`src/rtl/scb_pkg.sv`:
```
package scb_pkg;

   localparam int CMD_W   = 8;
   localparam int DEST_W  = 4;
   localparam int OPND_W  = 8;
   localparam int BYTE_W  = 8;
   localparam int OUTC_W  = 2;
   localparam int REQ_W   = 24;
   localparam int RSP_W   = 16;
   localparam int LUT_N   = 256;

   localparam logic [CMD_W-1:0] CMD_SET_IMM = 8'd0;
   localparam logic [CMD_W-1:0] CMD_ADD_IMM = 8'd1;
   localparam logic [CMD_W-1:0] CMD_SUB_IMM = 8'd2;
   localparam logic [CMD_W-1:0] CMD_SET_IDX = 8'd3;
   localparam logic [CMD_W-1:0] CMD_ADD_IDX = 8'd4;
   localparam logic [CMD_W-1:0] CMD_SUB_IDX = 8'd5;
   localparam logic [CMD_W-1:0] CMD_EQ_IMM  = 8'd6;
   localparam logic [CMD_W-1:0] CMD_NE_IMM  = 8'd7;
   localparam logic [CMD_W-1:0] CMD_GT_IMM  = 8'd8;
   localparam logic [CMD_W-1:0] CMD_GE_IMM  = 8'd9;
   localparam logic [CMD_W-1:0] CMD_LE_IMM  = 8'd10;
   localparam logic [CMD_W-1:0] CMD_LT_IMM  = 8'd11;
   localparam logic [CMD_W-1:0] CMD_EQ_IDX  = 8'd12;
   localparam logic [CMD_W-1:0] CMD_NE_IDX  = 8'd13;
   localparam logic [CMD_W-1:0] CMD_GT_IDX  = 8'd14;
   localparam logic [CMD_W-1:0] CMD_GE_IDX  = 8'd15;
   localparam logic [CMD_W-1:0] CMD_LE_IDX  = 8'd16;
   localparam logic [CMD_W-1:0] CMD_LT_IDX  = 8'd17;

   localparam logic [OUTC_W-1:0] OUT_NONE = 2'd0;
   localparam logic [OUTC_W-1:0] OUT_TAKE = 2'd1;
   localparam logic [OUTC_W-1:0] OUT_SKIP = 2'd2;

   typedef struct packed {
      logic                 wr_en;
      logic [OUTC_W-1:0]    outcome;
      logic [BYTE_W-1:0]    value;
   } exec_result_type;

endpackage

```
`src/rtl/scratch_byte_alu_compare_unit.sv`:
```
// scratch byte alu / compare unit
// req channel carries one command per request: cmd, dest_index, operand.
// commands 0-5 write set/add/sub results into a byte of the scratch store,
// commands 6-17 compare a store byte against an immediate or a second byte.
// rsp channel returns one item per request: outcome (none/take/skip) and the
// destination byte as it stands after the command.
// a request accepted into the input register moves on to the result register
// when that is free; its response is then shown from the result register.
// throughput: one request per cycle while rsp_tready is high; the
// read-modify-write of the store is closed with a bypass from the write port
// to the read registers, so back-to-back commands on the same byte see fresh data.
// when rsp_tready is low the response holds and one more request is
// buffered in the input register; req_tready drops after that.
// reset (synchronous) empties both registers and clears the store valid
// bits, so every byte reads zero; no clearing pass is needed.
module scratch_byte_alu_compare_unit #(
   parameter int SCRATCH_BYTES = 16
) (
   input  logic                       clock,
   input  logic                       reset,
   input  logic                       req_tvalid,
   output logic                       req_tready,
   input  logic [scb_pkg::REQ_W-1:0]  req_tdata,  // cmd[7:0], dest_index[11:8], operand[19:12]
   output logic                       rsp_tvalid,
   input  logic                       rsp_tready,
   output logic [scb_pkg::RSP_W-1:0]  rsp_tdata   // outcome[1:0], stored_value[9:2]
);
   import scb_pkg::*;

   localparam int IDX_W = (SCRATCH_BYTES > 1) ? $clog2(SCRATCH_BYTES) : 1;

   logic [IDX_W-1:0]  wrap_lut [LUT_N];

   logic [CMD_W-1:0]  req_cmd;
   logic [DEST_W-1:0] req_dest;
   logic [OPND_W-1:0] req_opnd;
   logic [IDX_W-1:0]  req_dest_idx;
   logic [IDX_W-1:0]  req_opnd_idx;
   logic              req_accept;
   logic              advance;

   logic              s1_valid_ff;
   logic              s1_valid_in;
   logic [CMD_W-1:0]  s1_cmd_ff;
   logic [IDX_W-1:0]  s1_dest_ff;
   logic [OPND_W-1:0] s1_opnd_ff;

   logic              out_valid_ff;
   logic              out_valid_in;
   logic [OUTC_W-1:0] out_outcome_ff;
   logic [BYTE_W-1:0] out_value_ff;

   logic [BYTE_W-1:0] dest_data;
   logic [BYTE_W-1:0] opnd_data;
   exec_result_type   exec_res;

   // index wrap modulo the store size, worked out at elaboration
   for (genvar g = 0; g < LUT_N; g++) begin : g_wrap
      assign wrap_lut[g] = IDX_W'(g % SCRATCH_BYTES);
   end

   assign req_cmd      = req_tdata[7:0];
   assign req_dest     = req_tdata[11:8];
   assign req_opnd     = req_tdata[19:12];
   assign req_dest_idx = wrap_lut[{4'h0, req_dest}];
   assign req_opnd_idx = wrap_lut[req_opnd];

   assign advance    = s1_valid_ff && (!out_valid_ff || rsp_tready);
   assign req_tready = !s1_valid_ff || advance;
   assign req_accept = req_tvalid && req_tready;

   assign s1_valid_in  = req_accept || (s1_valid_ff && !advance);
   assign out_valid_in = advance || (out_valid_ff && !rsp_tready);

   always_ff @(posedge clock) begin
      if (reset) begin
         s1_valid_ff  <= 1'b0;
         out_valid_ff <= 1'b0;
      end else begin
         s1_valid_ff  <= s1_valid_in;
         out_valid_ff <= out_valid_in;
      end
   end

   always_ff @(posedge clock) begin
      if (req_accept) begin
         s1_cmd_ff  <= req_cmd;
         s1_dest_ff <= req_dest_idx;
         s1_opnd_ff <= req_opnd;
      end
      if (advance) begin
         out_outcome_ff <= exec_res.outcome;
         out_value_ff   <= exec_res.value;
      end
   end

   scb_store #(
      .SCRATCH_BYTES (SCRATCH_BYTES),
      .IDX_W         (IDX_W)
   ) u_store (
      .clock        (clock),
      .reset        (reset),
      .rd_en        (req_accept),
      .rd_dest_addr (req_dest_idx),
      .rd_opnd_addr (req_opnd_idx),
      .wr_en        (advance && exec_res.wr_en),
      .wr_addr      (s1_dest_ff),
      .wr_data      (exec_res.value),
      .dest_data    (dest_data),
      .opnd_data    (opnd_data)
   );

   scb_exec u_exec (
      .cmd       (s1_cmd_ff),
      .cur       (dest_data),
      .opnd_data (opnd_data),
      .operand   (s1_opnd_ff),
      .result    (exec_res)
   );

   assign rsp_tvalid = out_valid_ff;
   assign rsp_tdata  = {6'h00, out_value_ff, out_outcome_ff};

endmodule

```
`src/rtl/scb_store.sv`:
```
module scb_store #(
   parameter int SCRATCH_BYTES = 16,
   parameter int IDX_W         = 4
) (
   input  logic              clock,
   input  logic              reset,
   input  logic              rd_en,
   input  logic [IDX_W-1:0]  rd_dest_addr,
   input  logic [IDX_W-1:0]  rd_opnd_addr,
   input  logic              wr_en,
   input  logic [IDX_W-1:0]  wr_addr,
   input  logic [7:0]        wr_data,
   output logic [7:0]        dest_data,
   output logic [7:0]        opnd_data
);
   import scb_pkg::*;

   logic [BYTE_W-1:0]        mem_ff [SCRATCH_BYTES];
   logic [SCRATCH_BYTES-1:0] valid_ff;
   logic [BYTE_W-1:0]        dest_raw_ff;
   logic [BYTE_W-1:0]        opnd_raw_ff;
   logic                     dest_ok_ff;
   logic                     opnd_ok_ff;
   logic                     dest_byp_ff;
   logic                     opnd_byp_ff;
   logic [BYTE_W-1:0]        byp_data_ff;

   always_ff @(posedge clock) begin
      if (wr_en) begin
         mem_ff[wr_addr] <= wr_data;
      end
      if (rd_en) begin
         dest_raw_ff <= mem_ff[rd_dest_addr];
         opnd_raw_ff <= mem_ff[rd_opnd_addr];
         byp_data_ff <= wr_data;
      end
   end

   // entries never written since reset read as zero
   always_ff @(posedge clock) begin
      if (reset) begin
         valid_ff <= '0;
      end else if (wr_en) begin
         valid_ff[wr_addr] <= 1'b1;
      end
   end

   // a write landing on the same edge as the read is forwarded
   always_ff @(posedge clock) begin
      if (reset) begin
         dest_ok_ff  <= 1'b0;
         opnd_ok_ff  <= 1'b0;
         dest_byp_ff <= 1'b0;
         opnd_byp_ff <= 1'b0;
      end else if (rd_en) begin
         dest_ok_ff  <= valid_ff[rd_dest_addr];
         opnd_ok_ff  <= valid_ff[rd_opnd_addr];
         dest_byp_ff <= wr_en && (wr_addr == rd_dest_addr);
         opnd_byp_ff <= wr_en && (wr_addr == rd_opnd_addr);
      end
   end

   assign dest_data = dest_byp_ff ? byp_data_ff : (dest_ok_ff ? dest_raw_ff : '0);
   assign opnd_data = opnd_byp_ff ? byp_data_ff : (opnd_ok_ff ? opnd_raw_ff : '0);

endmodule

```
`src/rtl/scb_exec.sv`:
```
module scb_exec (
   input  logic [7:0]                cmd,
   input  logic [7:0]                cur,
   input  logic [7:0]                opnd_data,
   input  logic [7:0]                operand,
   output scb_pkg::exec_result_type  result
);
   import scb_pkg::*;

   logic              indexed;
   logic [BYTE_W-1:0] other;
   logic              is_cmp;
   logic              cond;

   assign indexed = ((cmd >= CMD_SET_IDX) && (cmd <= CMD_SUB_IDX))
                 || ((cmd >= CMD_EQ_IDX) && (cmd <= CMD_LT_IDX));
   assign other   = indexed ? opnd_data : operand;

   always_comb begin
      result.wr_en = 1'b0;
      result.value = cur;
      is_cmp       = 1'b0;
      cond         = 1'b0;
      unique case (cmd)
         CMD_SET_IMM, CMD_SET_IDX: begin
            result.wr_en = 1'b1;
            result.value = other;
         end
         CMD_ADD_IMM, CMD_ADD_IDX: begin
            result.wr_en = 1'b1;
            result.value = cur + other;
         end
         CMD_SUB_IMM, CMD_SUB_IDX: begin
            result.wr_en = 1'b1;
            result.value = cur - other;
         end
         CMD_EQ_IMM, CMD_EQ_IDX: begin
            is_cmp = 1'b1;
            cond   = (cur == other);
         end
         CMD_NE_IMM, CMD_NE_IDX: begin
            is_cmp = 1'b1;
            cond   = (cur != other);
         end
         CMD_GT_IMM, CMD_GT_IDX: begin
            is_cmp = 1'b1;
            cond   = (cur > other);
         end
         CMD_GE_IMM, CMD_GE_IDX: begin
            is_cmp = 1'b1;
            cond   = (cur >= other);
         end
         CMD_LE_IMM, CMD_LE_IDX: begin
            is_cmp = 1'b1;
            cond   = (cur <= other);
         end
         CMD_LT_IMM, CMD_LT_IDX: begin
            is_cmp = 1'b1;
            cond   = (cur < other);
         end
         default: begin
         end
      endcase
      result.outcome = is_cmp ? (cond ? OUT_TAKE : OUT_SKIP) : OUT_NONE;
   end

endmodule

```
`config.mk`:
```
export PLATFORM = sky130hd
export DESIGN_NAME = scratch_byte_alu_compare_unit
export DESIGN_NICKNAME = d
export VERILOG_FILES = /design/src/rtl/scb_pkg.sv /design/src/rtl/scratch_byte_alu_compare_unit.sv /design/src/rtl/scb_store.sv /design/src/rtl/scb_exec.sv
export SDC_FILE = /design/constraint.sdc
export NUM_CORES = 1
export LEC_CHECK = 0
export ABC_AREA = 0
export BUFFER_PORTS_ARGS = -buffer_cell sky130_fd_sc_hd__buf_2
export CELL_PAD_IN_SITES_DETAIL_PLACEMENT = 1
export CELL_PAD_IN_SITES_GLOBAL_PLACEMENT = 1
export CORE_UTILIZATION = 50
export DETAILED_ROUTE_END_ITERATION = 6
export GPL_TIMING_DRIVEN = 1
export PLACE_DENSITY = 0.75
export SLEW_MARGIN = 30
export SYNTH_ARGS = -nofsm -noshare
export SYNTH_HDL_FRONTEND = slang
export SYNTH_SLANG_ARGS = --single-unit
```
`constraint.sdc`:
```
create_clock -name clock -period 4.7 [get_ports clock]
set_input_delay 0.94 -clock clock [delete_from_list [all_inputs] [get_ports clock]]
set_output_delay 0.94 -clock clock [all_outputs]
set_load 0.05 [all_outputs]
```
-- Word-level counts from Yosys, hierarchy flattened
Memories as Yosys holds them, arrays and structs flattened. A register that Yosys moved wholly into a read port is not among the register bits.
Cells that the tools add are included.
- bits in registers: 60
- memory bits (writable): 128
- bits in read-only memories: 2048
- input port bits: 28
- output and inout bits: 18
- logic and storage cells: 109
- memories: 3
- memory list (memory ; words ; bits a word ; rd ports ; clocked after Yosys merged registers in ; write ports ; line ; RTL):
    (name not given) ; 256 ; 4 ; 1 ; 0 ; 0 ; scratch_byte_alu_compare_unit.sv:66 ; assign req_opnd_idx = wrap_lut[req_opnd];
    (name not given) ; 256 ; 4 ; 1 ; 0 ; 0 ; scratch_byte_alu_compare_unit.sv:65 ; assign req_dest_idx = wrap_lut[{4'h0, req_dest}];
    u_store.mem_ff ; 16 ; 8 ; 2 ; 2 ; 1 ; scb_store.sv:18 ; logic [BYTE_W-1:0] mem_ff [SCRATCH_BYTES];
- $add $sub $neg: 2
- $lt $le $gt $ge: 14
- equality and inequality tests: 21
- mux-type cells: 22
- bitwise logic cells: 3
- reduce and logical (&&, ||, !) cells: 31
- operator list (operator ; number):
    $eq 8x4->1 const B ; 8
    $mux 8 ; 5
    $eq 8x3->1 const B ; 4
    $pmux 8 s3 ; 1
    $ge 9x9->1 const B ; 2
    $reduce_or 2->1 ; 9
    $eq 8x2->1 const B ; 2
    $eq 8x5->1 const B ; 2
    $mux 4 ; 4
    $or 16x16->16 ; 1
    $lt 4x5->1 const B ; 3
    $reduce_or 12->1 ; 1
    $logic_and 1x1->1 ; 10
    $not 4->9 ; 1
    $not 8->9 ; 1
    $add 8x8->8 ; 1
    $bmux 1 s4 ; 2
    $eq 4x4->1 ; 2
    $eq 8x1->1 const B ; 1
    $eq 8x8->1 ; 1
    $ge 8x2->1 const B ; 1
    $ge 8x4->1 const B ; 1
    $ge 8x8->1 ; 1
    $gt 8x8->1 ; 1
    15 further kinds ; 28

-- Logic depth before layout (Yosys ltp)
Gate-level depths: netlist of run 1.
- word-level depth: 7
- gate-level depth with buffers: 16
- gate-level depth less buffers: 14

-- Modules after synthesis
Synthesis of run 1 repeated with hierarchy kept, for this count alone.
- cell total of the unflattened synthesis: 602
- area, all modules: 10269.8 µm²
- by module, submodules not included (module ; times used ; cells an instance ; area each (µm²) ; sequential area each (µm²)):
    scb_store ; 1 ; 388 ; 7945.1 ; 4964.8
    scb_exec ; 1 ; 166 ; 1265.0 ; 0.0
    scratch_byte_alu_compare_unit ; 1 ; 48 ; 1059.8 ; 940.9

-- Worst setup path before layout of run 1
OpenSTA, ideal clock, no wires.
- path kind: reg2reg
- start: register s1_cmd_ff[3]
- end: register out_value_ff[6], data pin
- setup time: 0.305 ns
- arrival: 3.363 ns
- data required time: 4.395 ns
- setup slack: 1.032 ns
- cell stages (with the launch flop): 17
- path buffers: 2
- clock period less this slack: 3.668 ns
- path through: edfxtp_1 buf_2 nor2b_1 nor3b_1 o31ai_2 buf_2 nand2_1 o21ai_1 ha_1 inv_1 fa_1 nor2b_1 o21bai_1 and2_1 o31ai_1 xor2_1 o211ai_1
- RTL lines (what ; line ; RTL):
    start, declared ; scratch_byte_alu_compare_unit.sv:44 ; logic [CMD_W-1:0] s1_cmd_ff;
    start signal, assigned ; scratch_byte_alu_compare_unit.sv:87 ; s1_cmd_ff <= req_cmd;
    end signal, assigned ; scratch_byte_alu_compare_unit.sv:93 ; out_value_ff <= exec_res.value;
    end, declared ; scratch_byte_alu_compare_unit.sv:51 ; logic [BYTE_W-1:0] out_value_ff;

==> results of run 1 <==
metrics by stage:
stage               util [%]  cells
floorplan                  -    625
global placement        53.3    892
detailed placement      53.4    893
CTS                     56.9    933
global route            56.9    933
finish                  56.9    933
where the power goes:
group | switching [mW] | leakage (nW) | internal (mW) | total, mW
Combinational | 0.151 | 1.53 | 0.0883 | 0.240
Sequential | 0.0227 | 2.12 | 1.99 | 2.01
Clock | 0.678 | 0.330 | 0.943 | 1.62
worst max-delay path: cells and delay by family, from the launching register on:
kind                     cells  cell delay (ns)
AO/OA/AOI/OAI                7             1.80
adder cells (fa/ha/maj)      1             0.34
buffers and inverters        4             0.73
flip-flops                   1             0.61
AND/OR/NAND/NOR              4             0.43
registers in the layout (all words and copies together) (netlist names), 8 cells and up:
| register | cells |
|---|---|
| u_store.valid_ff | 16 |
| s1_opnd_ff | 8 |
| u_store.opnd_raw_ff | 8 |
| s1_cmd_ff | 8 |
| u_store.byp_data_ff | 8 |
| u_store.dest_raw_ff | 8 |
| out_value_ff | 8 |
| u_store.mem_ff | 128 |
per-layer routing:
layer	GRT usage, %	wire [um]
met5	0	0
met4	8.72	511
met3	3.35	1070
met2	41.4	12000
met1	32.0	9820
kinds of logic (layout without fill, tap and decap cells):
group	count (synthesis)	in the layout	synth area share [%]
flip-flops	204	204	59.4
AND/OR/NAND/NOR	131	131	6.74
multiplexers	93	93	20.7
AO/OA/AOI/OAI	92	92	6.26
buffers and inverters	64	107	2.86
adder cells (fa/ha/maj)	19	19	2.54
XOR/XNOR	16	16	1.41
other	1	6	0.0377
final cells by class:
type,count,share of cell area [%]
sequential,204,53.4
tap,265,3.00
timing repair buffer,51,2.92
multi-input combinational,357,34.1
inverter,16,0.543
clock buffer,26,5.30
clock inverter,14,0.803
cell usage in the layout, fill, tap and decap left out, types with 6 or more instances in the layout:
cell type  instances
clkinv_1           8
mux4_2            90
dfxtp_1           22
ha_1              17
buf_2             34
a22o_1            10
nor3_1            12
clkbuf_16         23
o21ai_0            6
a21oi_1           30
a31oi_1            6
a22oi_1            9
buf_4             15
conb_1             6
nor2b_1           11
edfxtp_1         182
nor2_1            55
inv_1             14
xnor2_1           13
nand2_1           20
path summary, 6_finish.rpt:
path	from	endpoint	slack [ns]	cells past startpoint
worst max-delay path	s1_cmd_ff[1]	u_store.mem_ff[14][7]	0.55	16
worst min-delay path	u_store.dest_ok_ff	u_store.dest_ok_ff	0.46	2
worst max register to register	s1_cmd_ff[1]	u_store.mem_ff[14][7]	0.55	16
worst min register to register	u_store.dest_ok_ff	u_store.dest_ok_ff	0.46	2
==> summary.txt, run 1 <==
Clock network
  – CTS max path bufs: 3
  – Clk slew on worst S/H paths: 0.06 ns
  – CTS root buffer: clkbuf_16
  – Postcts setup bufs: 0
  – TritonCTS clock tree: built
  – Cts hold-fix bufs: 0
  – # H-tree levels: 1
  – Total CTS buffers: 22
  – PostCTS Resize Cnt: 0
  – Clock sinks: 204
  – Worst skew pair latency: 0.51 ns

Placed design
  – Post-Place Worst Slack: 0.578 ns
  – Dpl hpwl: ~16 mm
  – GPL Wtd Cong: 0.843
  – Number of port buffers: 35
  – DP Area: 10,400 um^2

Timing
  – Setup TNS Final: 0 ns
  – Period utilization: 88.4%
  – Unrepaired setup endpoints after global routing: no
  – Tmin final: 4.15 ns
  – Hold_ws: about 0.46 ns
  – Fin worst setup slack: between 0.5 and 0.6 ns
  – Max Slew Vio Count: 0
  – Fmax: 241 MHz
  – Clock Skew: just under 0.03 ns
  – Headroom to the max-slew limit: 32.0%
  – Setup violators final: 0
  – Slew @ Worst Pin: 1.02 ns
  – Fin. Hold Viols: 0

Logic synthesis
  – Syn Inst Count: 620
  – Top post-synthesis cells by count: edfxtp_1 (182), mux4_2 (90), nor2_1 (55)
  – Fraction of registers with async set or reset after synthesis: 0%
  – Synth Flop Type: edfxtp_1
  – Mean Syn Cell Area: around 16 um^2
  – Syn Std Cell Area: 9940 um^2
  – Synth top area share: 55.0%
  – Yosys cell types: 60
  – Register area share after synthesis: 59.4%
  – EDFF count, synth: 182
  – Top-count cell post-synth: edfxtp_1
  – Synth area leader: edfxtp_1
  – Area contributors post-synth: edfxtp_1 (55%), mux4_2 (20%), dfxtp_1 (4.4%)
  – Warnings, synthesis: 0
  – Synthesized flop and latch total: about 200

Final layout
  – Post-layout nets: approximately 700
  – Area growth from synthesis to layout: 11.4%
  – Reg area: 5910 um^2
  – Multi-input gate area: 3770 um^2
  – Antenna cells: 0
  – Share of cells above drive strength 1: 27.7%
  – Layout filler cell count: 1,800
  – Post-route design area: 11,100 um^2

Setup path
  – CP Data Required Time: 4.95 ns
  – Worst setup SP type: flop
  – Slowest stage delay, CP: 0.61 ns
  – Crit. End Element: flop
  – Setup CP Type: flop to flop
  – Arr. time, crit path: 4.40 ns
  – Cells along the critical path: nor2b_1, nor3b_1, o31ai_2, buf_4, buf_4, nor2_1, a21oi_1, inv_1, ha_1, a21oi_1, o211ai_1, o41ai_1, nor3_1, a21oi_1, o2111ai_1, buf_4
  – Slowest stage cell, crit path: edfxtp_1
  – Crit Path Max Fanout: 18

GRT
  – Vias in the first global route: 6,312
  – Pin count of the biggest net entering global routing: 47
  – GRT Residual Overflow: 0
  – First-pass GRT wire length: 36.3 mm
  – Global Route Usage Sum: around 24%
  – Antenna violations before repair: 0

Floorplan
  – Initial core utilization: 51.1%
  – CORE AREA: 19,500 um^2
  – Row count: about 50
  – Full die area: 20,400 um^2
  – IO Pins: 46
  – Die Wd: 143 um
  – Die Ht: 143 um

Detailed routing
  – DRC violations left: 0
  – Routed WL per cell: 25.1 um
  – Via count: ~5.8k
  – Total iterations of the first detailed-routing run: 5
  – Detailed Route Iter0 Violations: 504
  – Overall routed net length: 23.4 mm
  – Routed Antenna Nets: 0
  – Avg Vias per Cell: 6.25

Outcome
  – Outcome: complete, no violations

Power and ir drop
  – Cell area power density: roughly 350 nW/um^2
  – Overall power: 3.88 mW
  – Worst VDD drop: between 0.2 and 0.25 mV
  – P_leak: 3.97 nW

Min path
  – Worst min path class: flop to flop

Flow run
  – Maxcap violations: 0
Power figures use the tool's default switching activity.
==> inputs of run 2 (changes only) <==
Settings changed: ABC_AREA 0 to 1, CORE_UTILIZATION 50 to 48, PLACE_DENSITY 0.75 to 0.79.
==> summary.txt, run 2 <==
Outcome
  – Outcome: complete, no violations

Final layout
  – Multi-input gate area: about 3900 um^2
  – Area growth from synthesis to layout: 11.7%
  – Max FFs per register: 128
  – Share of cells above drive strength 1: 9.10%
  – Antenna cells: 0
  – Layout filler cell count: roughly 2.5k
  – Largest regs: u_store.mem_ff: 128 flops, u_store.valid_ff: 16 flops
  – Post-layout nets: around 1.2k
  – Most common cell after layout, fill and taps aside: o21ai_0
  – Top reg by flops: u_store.mem_ff
  – Most frequent cells in the layout: o21ai_0 (210), edfxtp_1 (182), nand2_1 (151), inv_1 (132), a21oi_1 (106)
  – Reg area: 5910 um^2

GRT
  – First-pass GRT wire length: 51.9 mm
  – Pin count of the biggest net entering global routing: 74
  – Met2 track utilization from global routing: 53.8%
  – GRT Residual Overflow: 0
  – Met3 GRT Util: 3.73%
  – Busiest grt layer: met2
  – Vias in the first global route: 9,207
  – Global Route Usage Sum: between 30% and 40%
  – Antenna violations before repair: 0
  – Met1 Usage GRT: 38.0%

Setup path
  – Crit. End Element: flop
  – Slowest stage cell, crit path: nand3_1
  – Arr. time, crit path: 4.01 ns
  – Slowest stage delay, CP: 0.59 ns
  – Cells along the critical path: nor2_1, nand2_2, nor2_1, nand2_1, nand2_4, nand2_4, nand2_1, and2_1, ha_1, inv_1, fa_1, or2_2, nand3_1, o31ai_1, inv_1, nand3_1
  – CP bufs+invs: 2
  – Setup CP Type: flop to flop
  – Crit Path Max Fanout: 18
  – Delay-heaviest family, CP: simple AND/OR/NAND/NOR gates
  – Worst setup SP type: flop
  – CP Data Required Time: 4.70 ns

Timing
  – Unrepaired setup endpoints after global routing: no
  – Max Slew Vio Count: 0
  – Headroom to the max-slew limit: 32.8%
  – Tmin final: 4.01 ns
  – Setup violators final: 0
  – Fmax: roughly 250 MHz
  – Fin. Hold Viols: 0
  – Clock Skew: 0.0332 ns
  – Hold_ws: ~0.46 ns
  – Period utilization: between 80% and 90%
  – Slew @ Worst Pin: 1.01 ns
  – Setup TNS Final: 0 ns

Logic synthesis
  – Syn Std Cell Area: 10,600 um^2
  – Area contributors post-synth: edfxtp_1 (51%), o21ai_0 (9.9%), nand2_1 (5.3%)
  – Top post-synthesis cells by count: o21ai_0 (210), edfxtp_1 (182), nand2_1 (151)
  – Warnings, synthesis: 0
  – EDFF count, synth: 182
  – Mean Syn Cell Area: 9.13 um^2
  – Synth top area share: between 50 and 60%
  – Register area share after synthesis: 55.6%
  – Yosys cell types: 39
  – Synth area leader: edfxtp_1
  – Fraction of registers with async set or reset after synthesis: 0%
  – Syn Inst Count: 1,164
  – Top-count cell post-synth: o21ai_0
  – Synth Flop Type: edfxtp_1
  – Synthesized flop and latch total: slightly above 200

Floorplan
  – Die Wd: roughly 150 um
  – Die Ht: 151 um
  – Full die area: about 23,000 um^2
  – CORE AREA: 21,800 um^2
  – Row count: 54
  – Initial core utilization: around half
  – IO Pins: 46

Clock network
  – Cts hold-fix bufs: 0
  – PostCTS Resize Cnt: 0
  – # H-tree levels: 1
  – CTS root buffer: clkbuf_16
  – Clock sinks: 204
  – Total CTS buffers: 24
  – Postcts setup bufs: 0
  – Clk slew on worst S/H paths: 0.06 ns
  – CTS max path bufs: 3
  – Worst skew pair latency: around 0.53 ns
  – TritonCTS clock tree: built

Detailed routing
  – Detailed Route Iter0 Violations: 798
  – Total iterations of the first detailed-routing run: 5
  – Via count: 8,889
  – DRC violations left: 0
  – Avg Vias per Cell: 6.01
  – Overall routed net length: 34.2 mm
  – Routed WL per cell: 23.1 um
  – Routed Antenna Nets: 0

Min path
  – Worst min path class: flop to flop

Power and ir drop
  – Sequential power share: 45.3%
  – Switch share: 25.5%
  – Internal Power: 3.38 mW
  – Clock power share: 43.3%
  – Worst VDD drop: 0.318 mV
  – Comb pwr share: 11.4%
  – P_leak: between 4 and 5 nW
  – Overall power: 4.54 mW
  – Switching power: 1.16 mW
  – Cell area power density: 382 nW/um^2

Placed design
  – Number of port buffers: 35
  – GPL Wtd Cong: 0.850
  – Dpl hpwl: around 22 mm

Flow run
  – Maxcap violations: 0
-- run 2: changes by cell type in the layout (fill, tap and decap cells not counted), sizes merged, moves of 11 or more --
| cell | delta |
|---|---|
| inv | +119 |
| o21ai | +203 |
| a21oi | +77 |
| nor2 | +57 |
| nor2b | -11 |
| nand2 | +137 |
| o221ai | +28 |
| xnor2 | -11 |
| nand3 | +55 |
| mux4 | -90 |
-- run 2: stage by stage --
| step | cells | util, % | worst slack, ns | instance area [um^2] |
|---|---|---|---|---|
| floorplan | 1169 | - | 1.63 | 10600 |
| global placement | 1434 | 50.7 | 0.874 | 11000 |
| detailed placement | 1434 | 50.8 | 0.737 | 11000 |
| CTS | 1478 | 54.6 | 0.706 | 11900 |
| global route | 1478 | 54.6 | 0.398 | 11900 |
| finish | 1478 | 54.6 | 0.689 | 11900 |
-- run 2: power groups by stage --
stage          logic (mW)  registers, mW  clock network [mW]
2_1_floorplan       0.325           2.10                   0
3_3_place_gp        0.486           2.09                   0
3_5_place_dp        0.507           2.10                   0
5_1_grt             0.569           2.06                2.04
4_1_cts             0.511           2.06                1.97
6_report            0.516           2.06                1.96
-- run 2: kinds of logic after synthesis --
group,Yosys count,share of synthesized area (%)
buf+inv,206,7.68
simple gates,350,14.2
compound gates,375,19.4
fa+ha+maj,19,2.38
flops,204,55.6
xor+xnor,9,0.742
other cells,1,0.0353
-- run 2: area by class of cell --
type / instances / share of cell area, %
Timing Repair Buffer: 54 / 2.89
Sequential cell: 204 / 49.7
Tap cell: 280 / 2.95
Inverter: 137 / 4.34
Multi-Input combinational cell: 759 / 33.1
Clock buffer: 28 / 5.19
Clock inverter: 16 / 1.78
-- run 2: worst min-delay path, cell delays in order (launching register included) --
cell and delay (ns):
dfxtp_1 0.31, inv_1 0.05, a21oi_1 0.05
-- run 2: worst paths after layout --
| check | from | to | slack (ns) | depth (start not counted) |
|---|---|---|---|---|
| setup / recovery | s1_cmd_ff[7] | u_store.byp_data_ff[2] | 0.69 | 16 |
| hold / removal | u_store.valid_ff[4] | u_store.valid_ff[4] | 0.46 | 2 |
| setup reg to reg | s1_cmd_ff[7] | u_store.byp_data_ff[2] | 0.69 | 16 |
| hold reg to reg | u_store.valid_ff[4] | u_store.valid_ff[4] | 0.46 | 2 |
-- run 2: metal layers --
metal,vias to the layer above,part of all wire (%)
met2,313,50
li1,4079,-
met3,89,5.8
met5,-,0
met1,4408,40
met4,0,4.4
==> inputs of run 3 (changes only) <==
Settings changed: SLEW_MARGIN 30 to unset, SYNTH_HIERARCHICAL set to 1.
==> summary.txt, run 3 <==
Logic synthesis
  – Top-count cell post-synth: nand2_1
  – Synth Flop Type: edfxtp_1
  – Area contributors post-synth: edfxtp_1 (50%), nand3_1 (8.0%), nand2_1 (7.2%)
  – Fraction of registers with async set or reset after synthesis: 0%
  – Synth area leader: edfxtp_1
  – Synthesized flop and latch total: between 200 and 250
  – Syn Inst Count: 1,200
  – Warnings, synthesis: 6
  – Register area share after synthesis: 54.3%
  – Top post-synthesis cells by count: nand2_1 (209), edfxtp_1 (182), nand3_1 (175)
  – Yosys cell types: 43
  – Mean Syn Cell Area: 9.07 um^2
  – EDFF count, synth: 182
  – Synth top area share: 50.2%
  – Syn Std Cell Area: roughly 11,000 um^2

Setup path
  – Crit. End Element: flop
  – Worst path most repeated cell: inv_1
  – Crit Path Max Fanout: 18
  – Cells along the critical path: inv_1, o21ai_1, nor2_1, nand2_4, nand2_1, o21a_1, ha_1, inv_1, fa_1, inv_1, nand3_1, nand2_1, xor2_1, nor2_1, a21oi_1, nand3_1
  – Slowest stage cell, crit path: nand3_1
  – Setup CP Type: flop to flop
  – RR Endpoint: u_store/mem_ff[3][4]
  – Arr. time, crit path: 3.99 ns
  – CP Data Required Time: 4.74 ns
  – Flop2flop setup slack: 0.75 ns
  – Worst setup SP type: flop
  – Worst setup endpoint: u_store/mem_ff[3][4]
  – Crit path from: s1_cmd_ff[1]
  – Slowest stage delay, CP: 0.54 ns
  – FF-to-FF Start: s1_cmd_ff[1]
  – Reg2Reg Depth: 16

Final layout
  – Post-layout nets: around 1.3k
  – Reg area: 5910 um^2
  – Layout filler cell count: 2,553
  – Non-filler cells, final: 1,513
  – Multi-input gate area: 4010 um^2
  – Largest regs: u_store/mem_ff: 128 flops, u_store/valid_ff: 16 flops
  – Share of cells above drive strength 1: a little over a tenth
  – Area growth from synthesis to layout: 9.81%
  – Most common cell after layout, fill and taps aside: nand2_1
  – Antenna cells: 0
  – Most frequent cells in the layout: nand2_1 (209), edfxtp_1 (182), nand3_1 (175), inv_1 (137), a21oi_1 (85)
  – Max FFs per register: 128
  – Top reg by flops: u_store/mem_ff

GRT
  – Pin count of the biggest net entering global routing: 71
  – GRT Residual Overflow: 0
  – First-pass GRT wire length: 49.8 mm
  – Vias in the first global route: 9,113
  – Antenna violations before repair: 0
  – Global Route Usage Sum: a little over a quarter

Timing
  – Max Slew Vio Count: 0
  – Tmin final: 3.95 ns
  – Slew @ Worst Pin: 1.27 ns
  – Clock Skew: 0.0102 ns
  – Fmax: about 250 MHz
  – Setup TNS Final: 0 ns
  – Headroom to the max-slew limit: approximately 15%
  – Setup violators final: 0
  – Period utilization: 84.1%
  – Fin. Hold Viols: 0
  – Hold_ws: 0.471 ns
  – Unrepaired setup endpoints after global routing: no

Flow run
  – Maxcap violations: 0

Detailed routing
  – Avg Vias per Cell: slightly below 6
  – Overall routed net length: ~31 mm
  – Total iterations of the first detailed-routing run: 7
  – Detailed Route Iter0 Violations: 744
  – Routed WL per cell: 20.6 um
  – Via count: roughly 8.9k
  – Routed Antenna Nets: 0
  – DRC violations left: 0

Clock network
  – Postcts setup bufs: 0
  – CTS root buffer: clkbuf_16
  – # H-tree levels: 1
  – Worst skew pair latency: 0.52 ns
  – Clock sinks: 204
  – Clk slew on worst S/H paths: 0.06 ns
  – Total CTS buffers: 24
  – Cts hold-fix bufs: 0
  – TritonCTS clock tree: built
  – PostCTS Resize Cnt: 0
  – CTS max path bufs: 3

Floorplan
  – Die Wd: 153 um
  – Row count: 54
  – IO Pins: 46
  – Die Ht: 153 um
  – CORE AREA: between 20,000 and 25,000 um^2
  – Initial core utilization: 49.4%
  – Full die area: about 23,000 um^2

Outcome
  – Outcome: complete, no violations

Placed design
  – Placed cells: ~1.5k
  – Dpl hpwl: around 21 mm
  – GPL Wtd Cong: roughly 0.84
  – Number of port buffers: 35

Power and ir drop
  – Cell area power density: 356 nW/um^2
  – Worst VDD drop: around 0.29 mV
  – Overall power: 4.25 mW
  – P_leak: 4.81 nW

Min path
  – Worst min path class: flop to flop
-- run 3: worst min path at each step --
| stage | startpoint | endpoint | slack (ns) | depth (start not counted) |
|---|---|---|---|---|
| after CTS | u_store/opnd_byp_ff | u_store/opnd_byp_ff | 0.47 | 2 |
| after global placement | u_store/dest_byp_ff | u_store/dest_byp_ff | 0.46 | 2 |
| after global routing | u_store/opnd_byp_ff | u_store/opnd_byp_ff | 0.50 | 2 |
| after detailed placement | u_store/opnd_byp_ff | u_store/opnd_byp_ff | 0.46 | 2 |
| after floorplan | u_store/dest_byp_ff | u_store/dest_byp_ff | 0.45 | 2 |
| final | u_store/opnd_byp_ff | u_store/opnd_byp_ff | 0.47 | 2 |
-- run 3: layout make-up --
| cell class | count | share of cell area (%) |
|---|---|---|
| well taps | 280 | 2.93 |
| clock inverters | 14 | 0.785 |
| flip-flops and latches | 204 | 49.4 |
| multi-input cells | 775 | 33.6 |
| clock buffers | 29 | 5.53 |
| repair buffers | 55 | 2.87 |
| inverters | 156 | 4.90 |
-- run 3: report_power, final --
part | switching [mW] | internal [mW]
Sequential | 0.0209 | 2.02
Combinational | 0.320 | 0.121
Clock | 0.723 | 1.05
Total | 1.06 | 3.19
-- run 3: critical path: cells and delay by family (launching register included) --
family                   cells  cell delay, ns
flip-flops                   1            0.52
XOR/XNOR                     1            0.14
AND/OR/NAND/NOR              7            1.55
AO/OA/AOI/OAI                3            0.39
adder cells (fa/ha/maj)      2            0.57
buffers and inverters        3            0.29
-- run 3: logic make-up (layout without fill, tap and decap cells) --
logic type / Yosys count / after routing / synth area share, %
adder cells (fa/ha/maj): 20 / 20 / 2.44
AND/OR/NAND/NOR: 488 / 488 / 19.7
other: 1 / 6 / 0.0345
XOR/XNOR: 10 / 10 / 0.805
flip-flops: 204 / 204 / 54.3
buffers and inverters: 226 / 254 / 9.05
AO/OA/AOI/OAI: 251 / 251 / 13.7
-- run 3: metrics by stage --
step,setup WS (ns),instance area (um^2),util (%)
global route,0.479,11900,54.2
finish,0.750,11900,54.2
global placement,0.917,11200,50.8
floorplan,1.57,10900,-
CTS,0.797,11900,54.2
detailed placement,0.811,11200,50.8
-- run 3: metal layers --
layer | up-vias | routed length, um | GRT usage [%]
met5 | - | 0 | 0
met4 | 0 | 620 | 6.97
met3 | 41 | 1320 | 2.42
met2 | 207 | 15200 | 46.5
met1 | 4470 | 14000 | 37.7
li1 | 4151 | - | -
